### src/rtl/slcf_pkg.sv
// ----------------------------------------------------------------------------
// slcf_pkg
// Shared types and constants of the sync/length/checksum frame parser.
// ----------------------------------------------------------------------------
package slcf_pkg;

  localparam int unsigned CFG_INDEX_W = 8;
  localparam int unsigned CFG_DATA_W  = 8;

  // Register indexes on the configuration port
  localparam logic [CFG_INDEX_W-1:0] REG_SYNC_BYTE      = 8'd0;
  localparam logic [CFG_INDEX_W-1:0] REG_MAX_LENGTH     = 8'd1;
  localparam logic [CFG_INDEX_W-1:0] REG_WILDCARD_CHECK = 8'd2;
  localparam logic [CFG_INDEX_W-1:0] REG_SPECIAL_ID     = 8'd3;

  // Register reset values
  localparam logic [7:0] RST_SYNC_BYTE      = 8'hA5;
  localparam logic [6:0] RST_MAX_LENGTH     = 7'h43;
  localparam logic [7:0] RST_WILDCARD_CHECK = 8'hFF;
  localparam logic [7:0] RST_SPECIAL_ID     = 8'h32;

  typedef enum logic [2:0] {
    PH_SYNC    = 3'd0,
    PH_ID      = 3'd1,
    PH_LEN_HI  = 3'd2,
    PH_LEN_LO  = 3'd3,
    PH_PAYLOAD = 3'd4,
    PH_CHECK   = 3'd5
  } phase_t;

  typedef enum logic [1:0] {
    EV_NONE   = 2'd0,
    EV_DATA   = 2'd1,
    EV_ACCEPT = 2'd2,
    EV_REJECT = 2'd3
  } event_t;

  typedef struct packed {
    logic [7:0] sync_byte;
    logic [6:0] max_length;
    logic [7:0] wildcard_check;
    logic [7:0] special_id;
  } cfg_t;

  typedef struct packed {
    event_t     event_res;
    logic [7:0] frame_id;
    logic [6:0] frame_len;
    logic [7:0] data_byte;
    logic [6:0] data_index;
    logic       special_hit;
    logic       ready_flag;
  } result_t;

endpackage

### src/rtl/slcf_cfg_regs.sv
// ----------------------------------------------------------------------------
// slcf_cfg_regs
// Configuration register file, written through a plain write port.
// ----------------------------------------------------------------------------
module slcf_cfg_regs (
  input  logic                                clk,
  input  logic                                rst,
  input  logic                                cfg_we,
  input  logic [slcf_pkg::CFG_INDEX_W-1:0]    cfg_index,
  input  logic [slcf_pkg::CFG_DATA_W-1:0]     cfg_data,
  output slcf_pkg::cfg_t                      cfg
);
  import slcf_pkg::*;

  always_ff @(posedge clk) begin
    if (rst) begin
      cfg.sync_byte      <= RST_SYNC_BYTE;
      cfg.max_length     <= RST_MAX_LENGTH;
      cfg.wildcard_check <= RST_WILDCARD_CHECK;
      cfg.special_id     <= RST_SPECIAL_ID;
    end else if (cfg_we) begin
      case (cfg_index)
        REG_SYNC_BYTE:      cfg.sync_byte      <= cfg_data;
        REG_MAX_LENGTH:     cfg.max_length     <= cfg_data[6:0];
        REG_WILDCARD_CHECK: cfg.wildcard_check <= cfg_data;
        REG_SPECIAL_ID:     cfg.special_id     <= cfg_data;
        default: ;  // drop writes to unknown indexes
      endcase
    end
  end

endmodule

### src/rtl/slcf_core.sv
// ----------------------------------------------------------------------------
// slcf_core
// Parser state machine: one byte step per asserted step strobe.
// ----------------------------------------------------------------------------
module slcf_core #(
  parameter int unsigned BUFFER_DEPTH = 68
) (
  input  logic              clk,
  input  logic              rst,
  input  logic              step,
  input  logic [7:0]        rx_byte,
  input  slcf_pkg::cfg_t    cfg,
  output slcf_pkg::result_t res
);
  import slcf_pkg::*;

  localparam int unsigned CW = $clog2(BUFFER_DEPTH + 1);

  phase_t          phase, phase_next;
  logic [7:0]      held_id, held_id_next;
  logic [15:0]     held_length, held_length_next;
  logic [CW-1:0]   write_cursor, write_cursor_next;
  logic [CW-1:0]   cursor_inc;
  logic [7:0]      running_sum, running_sum_next;
  logic            accepted_seen, accepted_seen_next;
  logic [15:0]     len_assembled;

  always_ff @(posedge clk) begin
    if (rst) begin
      phase         <= PH_SYNC;
      held_id       <= '0;
      held_length   <= '0;
      write_cursor  <= '0;
      running_sum   <= '0;
      accepted_seen <= 1'b0;
    end else if (step) begin
      phase         <= phase_next;
      held_id       <= held_id_next;
      held_length   <= held_length_next;
      write_cursor  <= write_cursor_next;
      running_sum   <= running_sum_next;
      accepted_seen <= accepted_seen_next;
    end
  end

  assign cursor_inc    = write_cursor + CW'(1);
  assign len_assembled = {held_length[7:0], rx_byte};

  always_comb begin
    phase_next         = phase;
    held_id_next       = held_id;
    held_length_next   = held_length;
    write_cursor_next  = write_cursor;
    running_sum_next   = running_sum;
    accepted_seen_next = accepted_seen;
    res.event_res      = EV_NONE;
    res.data_byte      = '0;
    res.data_index     = '0;
    res.special_hit    = 1'b0;

    case (phase)
      PH_SYNC: begin
        if (rx_byte == cfg.sync_byte) begin
          phase_next = PH_ID;
        end
      end
      PH_ID: begin
        held_id_next     = rx_byte;
        running_sum_next = rx_byte;
        phase_next       = PH_LEN_HI;
      end
      PH_LEN_HI: begin
        held_length_next = {8'h00, rx_byte};
        running_sum_next = running_sum + rx_byte;
        phase_next       = PH_LEN_LO;
      end
      PH_LEN_LO: begin
        held_length_next = len_assembled;
        running_sum_next = running_sum + rx_byte;
        // oversized length: silent resync
        phase_next = (len_assembled > {9'h000, cfg.max_length}) ? PH_SYNC : PH_PAYLOAD;
      end
      PH_PAYLOAD: begin
        res.event_res  = EV_DATA;
        res.data_byte  = rx_byte;
        res.data_index = 7'(write_cursor);
        // bytes past the declared length are passed out as data but not summed
        if (16'(write_cursor) < held_length) begin
          running_sum_next = running_sum + rx_byte;
        end
        if (16'(cursor_inc) == held_length || cursor_inc >= CW'(BUFFER_DEPTH)) begin
          write_cursor_next = '0;
          phase_next        = PH_CHECK;
        end else begin
          write_cursor_next = cursor_inc;
        end
      end
      PH_CHECK: begin
        if ((~running_sum != rx_byte) && (rx_byte != cfg.wildcard_check)) begin
          res.event_res = EV_REJECT;
        end else begin
          res.event_res      = EV_ACCEPT;
          accepted_seen_next = 1'b1;
          res.special_hit    = (held_id == cfg.special_id);
        end
        phase_next        = PH_SYNC;
        write_cursor_next = '0;
      end
      default: begin
        phase_next = PH_SYNC;
      end
    endcase

    res.frame_id   = held_id_next;
    res.frame_len  = held_length_next[6:0];
    res.ready_flag = accepted_seen_next;
  end

endmodule

### src/rtl/sync_length_checksum_frame_parser.sv
// ----------------------------------------------------------------------------
// sync_length_checksum_frame_parser
// Byte-stream parser for sync / id / length / payload / checksum frames.
// ----------------------------------------------------------------------------
// Path: a byte passes through the input register, then the parser step into the
//   result register. Throughput: one byte per clock while m_tready holds; the
//   parser state machine steps only when a byte waits and the result has a place.
// Reset: rst is synchronous, active high; it clears the parser state, the
//   sticky ready flag, both valid flags and loads the register defaults.
// ----------------------------------------------------------------------------
module sync_length_checksum_frame_parser #(
  parameter int unsigned BUFFER_DEPTH = 68
) (
  input  logic                             clk,
  input  logic                             rst,
  // input byte stream
  input  logic                             s_tvalid,
  output logic                             s_tready,
  input  logic [7:0]                       s_tdata,   // [7:0] rx_byte
  // result stream
  output logic                             m_tvalid,
  input  logic                             m_tready,
  output logic [31:0]                      m_tdata,   // [7:0] frame_id, [14:8] frame_len,
                                                      // [22:15] data_byte, [29:23] data_index,
                                                      // [30] special_hit, [31] ready_flag
  output logic [1:0]                       m_tuser,   // [1:0] event_res
  // configuration write port
  input  logic                             cfg_we,
  input  logic [slcf_pkg::CFG_INDEX_W-1:0] cfg_index,
  input  logic [slcf_pkg::CFG_DATA_W-1:0]  cfg_data
);
  import slcf_pkg::*;

  cfg_t       cfg;
  logic       in_valid;
  logic [7:0] in_byte;
  logic       out_free;
  logic       step;
  result_t    step_res;
  result_t    out_res;

  // Result register frees up when empty or being taken this cycle.
  assign out_free = !m_tvalid || m_tready;
  // Run one parser step when a byte waits and the result has a place to go.
  assign step     = in_valid && out_free;
  // Take a new byte when the input register is empty or drains now.
  assign s_tready = !in_valid || out_free;

  slcf_cfg_regs u_cfg_regs (
    .clk       (clk),
    .rst       (rst),
    .cfg_we    (cfg_we),
    .cfg_index (cfg_index),
    .cfg_data  (cfg_data),
    .cfg       (cfg)
  );

  // Input register: hold the byte until the parser step consumes it.
  always_ff @(posedge clk) begin
    if (rst) begin
      in_valid <= 1'b0;
    end else if (s_tready) begin
      in_valid <= s_tvalid;
    end
  end

  always_ff @(posedge clk) begin
    if (s_tready && s_tvalid) begin
      in_byte <= s_tdata;
    end
  end

  slcf_core #(
    .BUFFER_DEPTH (BUFFER_DEPTH)
  ) u_core (
    .clk     (clk),
    .rst     (rst),
    .step    (step),
    .rx_byte (in_byte),
    .cfg     (cfg),
    .res     (step_res)
  );

  // Result register: every step yields exactly one word.
  always_ff @(posedge clk) begin
    if (rst) begin
      m_tvalid <= 1'b0;
    end else if (out_free) begin
      m_tvalid <= step;
    end
  end

  always_ff @(posedge clk) begin
    if (step) begin
      out_res <= step_res;
    end
  end

  // Pack the word, first field in the lowest bits.
  assign m_tdata = {out_res.ready_flag, out_res.special_hit, out_res.data_index,
                    out_res.data_byte, out_res.frame_len, out_res.frame_id};
  assign m_tuser = out_res.event_res;

endmodule
### config.mk
export PLATFORM = sky130hd
export DESIGN_NAME = sync_length_checksum_frame_parser
export DESIGN_NICKNAME = d
export VERILOG_FILES = /design/src/rtl/slcf_pkg.sv /design/src/rtl/slcf_cfg_regs.sv /design/src/rtl/slcf_core.sv /design/src/rtl/sync_length_checksum_frame_parser.sv
export SDC_FILE = /design/constraint.sdc
export NUM_CORES = 1
export LEC_CHECK = 0
export BUFFER_PORTS_ARGS = -buffer_cell sky130_fd_sc_hd__buf_2
export CAP_MARGIN = 20
export CORE_MARGIN = 5
export CORE_UTILIZATION = 51
export CTS_CLUSTER_DIAMETER = 120
export DETAILED_ROUTE_END_ITERATION = 6
export GPL_ROUTABILITY_DRIVEN = 0
export PLACE_DENSITY = 0.71
export SLEW_MARGIN = 5
export SYNTH_ARGS = -nofsm -noshare
export SYNTH_HDL_FRONTEND = slang
export SYNTH_HIERARCHICAL = 1
export SYNTH_SLANG_ARGS = --single-unit
### constraint.sdc
create_clock -name clk -period 6.88 [get_ports clk]
set_clock_uncertainty 0.2 [all_clocks]
set_input_delay 0.688 -clock clk [delete_from_list [all_inputs] [get_ports clk]]
set_output_delay 0.688 -clock clk [all_outputs]
set_load 0.05 [all_outputs]
Word level (Yosys, flattened, before mapping)
Index checks and enable logic that the tools add are counted.
{ "word_totals": {"regBits": 118, "output_inout_bits": 36, "wordCells": 81} }
{ "classes": {"add_sub_neg": 2, "n_lt_le_gt_ge": 3, "eq_ne": 16, "n_mux": 14, "bitwise": 2, "reduce_logical": 23} }
{ "op_table": {"columns": ["op", "count"], "rows": [
  ["$pmux W16 S2", 1],
  ["$pmux W8 S3", 1],
  ["$eq A7 B16 Y1", 1],
  ["$eq A8 B2 Y1 const B", 2],
  ["$eq A8 B8 Y1", 2],
  ["$gt A16 B7 Y1", 1],
  ["$lt A7 B16 Y1", 1],
  ["$mux W8", 2],
  ["$ne A8 B8 Y1", 2],
  ["$pmux W3 S5", 1],
  ["$pmux W7 S2", 1],
  ["$reduce_and A2 Y1", 6],
  ["$mux W3", 3],
  ["$add A8 B8 Y8", 1],
  ["$eq A8 B1 Y1 const B", 1],
  ["$logic_not A8 Y1", 1],
  ["$not A8 Y8", 1],
  ["$add A7 B1 Y7 const B", 1],
  ["$ge A7 B7 Y1 const B", 1],
  ["$mux W7", 1],
  ["$eq A3 B2 Y1 const B", 2],
  ["$eq A3 B3 Y1 const B", 2],
  ["$ne A2 B1 Y1 const B", 3],
  ["$reduce_and A3 Y1", 2],
  ["other kinds (11)", 20]
]} }

Logic depth before layout (Yosys ltp)
{ "depth": {"word_depth": 5, "depth_mapped": 10} }

Modules after synthesis
The synthesis kept the hierarchy.
{ "modules_own_cells": {"columns": ["module", "n_inst", "cells_each", "area_per_inst_um2"], "rows": [
  ["slcf_core", 1, 442, 3428.3],
  ["sync_length_checksum_frame_parser", 1, 52, 1365.1],
  ["slcf_cfg_regs", 1, 123, 1286.2]
]} }

Worst setup path after synthesis
No wires, ideal clock.
{ "synth_path": {"kind": "input-to-reg", "start": "input port m_tready", "end": "register u_core.running_sum[7]", "arrival_time_ns": 2.371, "required_time_ns": 6.604, "setup_slack_ns": 4.233, "cell_stages": 6, "path_buffers": 0, "cell_sequence": "nand2b_1 and2_2 inv_1 nor4_1 nand2_1 a31oi_1"} }
{ "synth_via": {"elab_chain_cells": 3} }
{ "synth_lines": {"columns": ["element", "line_no", "rtl"], "rows": [
  ["from (decl)", "sync_length_checksum_frame_parser.sv:22", "input logic m_tready,"],
  ["$logic_or A1 B1 Y1", "sync_length_checksum_frame_parser.sv:43", "assign out_free = !m_tvalid || m_tready;"],
  ["$logic_and A1 B1 Y1", "sync_length_checksum_frame_parser.sv:45", "assign step = in_valid && out_free;"],
  ["via step", "sync_length_checksum_frame_parser.sv:38", "logic step;"],
  ["$reduce_and A3 Y1 (no source line)", null, null],
  ["to (signal assigned)", "slcf_core.sv:41", "running_sum <= running_sum_next;"],
  ["to (decl)", "slcf_core.sv:24", "logic [7:0] running_sum, running_sum_next;"]
]} }
The timed path passes the listed nets, and every way through them passes these cells.
A chain may end at the register's enable or synchronous reset.

Worst setup path after layout
{ "layout_path": {"start": "register u_core.held_length[4]", "end": "register u_core.running_sum[7]"} }
{ "layout_via": {"elab_chain_cells": 3} }
{ "layout_lines": {"columns": ["element", "line_no", "rtl"], "rows": [
  ["from (decl)", "slcf_core.sv:21", "logic [15:0] held_length, held_length_next;"],
  ["from (signal assigned)", "slcf_core.sv:39", "held_length <= held_length_next;"],
  ["$lt A7 B16 Y1", "slcf_core.sv:88", "if (16'(write_cursor) < held_length) begin"],
  ["$ne A2 B1 Y1 (no source line)", null, null],
  ["$reduce_and A3 Y1 (no source line)", null, null]
]} }
No other way between the ends.

==> run metrics <==
outcome=finished, final reports clean; Clock transition at path regs=0.06 ns; H-Tree Depth=4; Starting Density=0.526; Slew headroom=0.393; core region area=0.0116 mm^2; Fin. Hold Viols=0; Die Span Y=119 um; layout cells sized above 1=0.179; drt initial violations=349; Layout Nets=711; Resized cells post-CTS=0; Post-DP HPWL=9550 um; area leader, netlist=dfxtp_1; crit path max fanout=12; CP Class=flop to flop; Leak Pwr=0.00276 uW; max cap viols=0; area growth from synthesis to final layout=13.6%; total track usage=0.198; Required @ worst endpoint=7.01 ns; Finished Cell Area=0.00691 mm^2; f_max=332 MHz; Crit path arrival time=3.14 ns; vias per cell=5.62; hold_buf cts=0; VDD IR max=0.131 mV; clk_lat worst skew=0.41 ns; vias in the first global route=4422; max-slew violations=0; RR Startpoint=u_core/held_length[4]; worst-margin pin slew=0.907 ns; Worst R2R Path Depth=7; r2r setup slk=3.87 ns; PnR Total Power=1670 uW; Startpoint Class=flop; largest net degree at the start of global routing=70; remaining antenna violation count=0; TritonCTS clock tree=done; RSZ-0062 raised after global routing=no; Hold Path Sink=in_byte[7]; global-route wire length before repair=22200 um; Detailed Route WL=13900 um; sequential area share after synthesis=0.458; period utilization=0.437; DP Area=0.00637 mm^2; I/O Buffers=64; Yosys cell types=67; DRC=0; fin crit period=3.01 ns; Worst Slack Setup Final=3.87 ns; Worst R2R End=u_core/running_sum[7]; Post-CTS Setup Bufs=0; setup violators final=0; Die X-Extent=119 um; Synth Cell Area=0.00608 mm^2; top post-synthesis cells by area=dfxtp_1 25%, edfxtp_1 21%, mux2i_1 6.4%, ha_1 4.5%, nand2_1 3.6%; syn nets=669; Avg Synthesized Cell Area=9.85 um^2; Root Driver=clkbuf_16; dpl ws=3.74 ns; synth cell count leaders=76 x dfxtp_1, 59 x nand2_1, 51 x nor2_1; Ys Warns=6; Die Area=0.0142 mm^2; crit end category=flop; total CTS buffers=17; most repeated cell in the gate-level netlist after synthesis=dfxtp_1; # diodes=0; hold depth=1; Async SR Flop Fraction=0; Hold WC Path Type=input port to flop; Post-synth EDFFs=42; Main synth FF type=dfxtp_1; I/O pin count=65; GRT overflow=0; via count=4581; initial antenna violation count=0; clock buffer depth=2; hold path startpoint=s_tdata[7]; Clock Sinks=118; # rows=39; Initial DRT Pass Iterations=5; power per cell area=242 mW/mm^2; Cells after Synth=617; flops & latches, synth=118; Routed wire per std cell=17.0 um; share of the synthesized area in the top cell type=0.250; TNS Setup=0 ns
==> sequential cells by signal, summed over array words and instances, names as in the netlist <==
register / count
u_core/accepted_seen: 1
u_core/phase: 3
m_tuser: 2
m_tdata: 32
in_valid: 1
u_core/running_sum: 8
u_core/held_length: 16
u_core/write_cursor: 7
in_byte: 8
u_core/held_id: 8
m_tvalid: 1
u_cfg_regs/cfg: 31
==> layer usage <==
metal	wire (um)	vias to the layer above	global-route usage	share of wire
li1	-	2242	-	-
met1	6370	2155	0.271	0.46
met2	6260	159	0.300	0.45
met3	976	25	0.0483	0.070
met4	289	0	0.0825	0.021
met5	0	-	0	0
==> report_power, final <==
part | switching [uW] | leakage [uW] | internal, uW
Clock | 298 | 0.000263 | 496
Combinational | 83.8 | 0.00148 | 38.2
Sequential | 18.6 | 0.00102 | 738
==> how the worst max path moves through the flow <==
stage               cells after the start  slack, ns                   from                     to
floorplan                               6       4.23               m_tready  u_core/running_sum[7]
global placement                        7       3.82               m_tready  u_core/running_sum[7]
detailed placement                      7       3.74               m_tready  u_core/running_sum[7]
CTS                                     7       3.95  u_core/held_length[4]  u_core/running_sum[7]
global route                            6       3.76        u_core/phase[2]  u_core/running_sum[7]
finish                                  7       3.87  u_core/held_length[4]  u_core/running_sum[7]
==> placed cells by master (no fill, tap or decap), drive strengths merged, types with 10 or more instances in the layout <==
cell type / instances
ha: 22
xor2: 24
inv: 25
mux2: 10
a21oi: 35
nor4: 10
edfxtp: 42
buf: 67
nand3: 16
o21ai: 25
clkbuf: 20
nand2b: 29
and2: 15
xnor2: 12
dfxtp: 76
nor3: 10
clkinv: 10
nand2: 59
mux2i: 39
nor2: 51
==> per-stage QoR <==
step                       util  hold WS (ns)  instances
after floorplan               -         0.227        617
after global placement    0.551         0.238        783
after detailed placement  0.551         0.248        783
after CTS                 0.597         0.239        815
after global routing      0.597         0.238        815
final                     0.597         0.247        815
==> logic make-up (layout without fill, tap and decap cells) <==
| kind of cell | Yosys count | after routing | synth area share |
|---|---|---|---|
| compound gates | 98 | 98 | 0.105 |
| xor+xnor | 38 | 38 | 0.0593 |
| fa+ha+maj | 23 | 23 | 0.0486 |
| buf+inv | 69 | 124 | 0.0529 |
| flops | 118 | 118 | 0.458 |
| mux | 49 | 49 | 0.0827 |
| simple gates | 222 | 222 | 0.194 |
==> worst max-delay path: stages (launching register included) <==
cell	delay, ns
dfxtp_1	0.51
inv_1	0.10
ha_1	0.22
or4_1	0.49
o2111ai_1	0.19
nand4_1	0.52
or3_1	0.54
a31oi_1	0.16
==> cell type report <==
| type | count | area (um^2) |
|---|---|---|
| Fill cell | 962 | 4660 |
| Multi-Input combinational cell | 430 | 2980 |
| Sequential cell | 118 | 2780 |
| Clock buffer | 20 | 447 |
| Timing Repair Buffer | 67 | 343 |
| Tap cell | 143 | 179 |
| Inverter | 25 | 93.8 |
| Clock inverter | 12 | 86.3 |
Note: power is estimated with default switching activity, not from simulation.
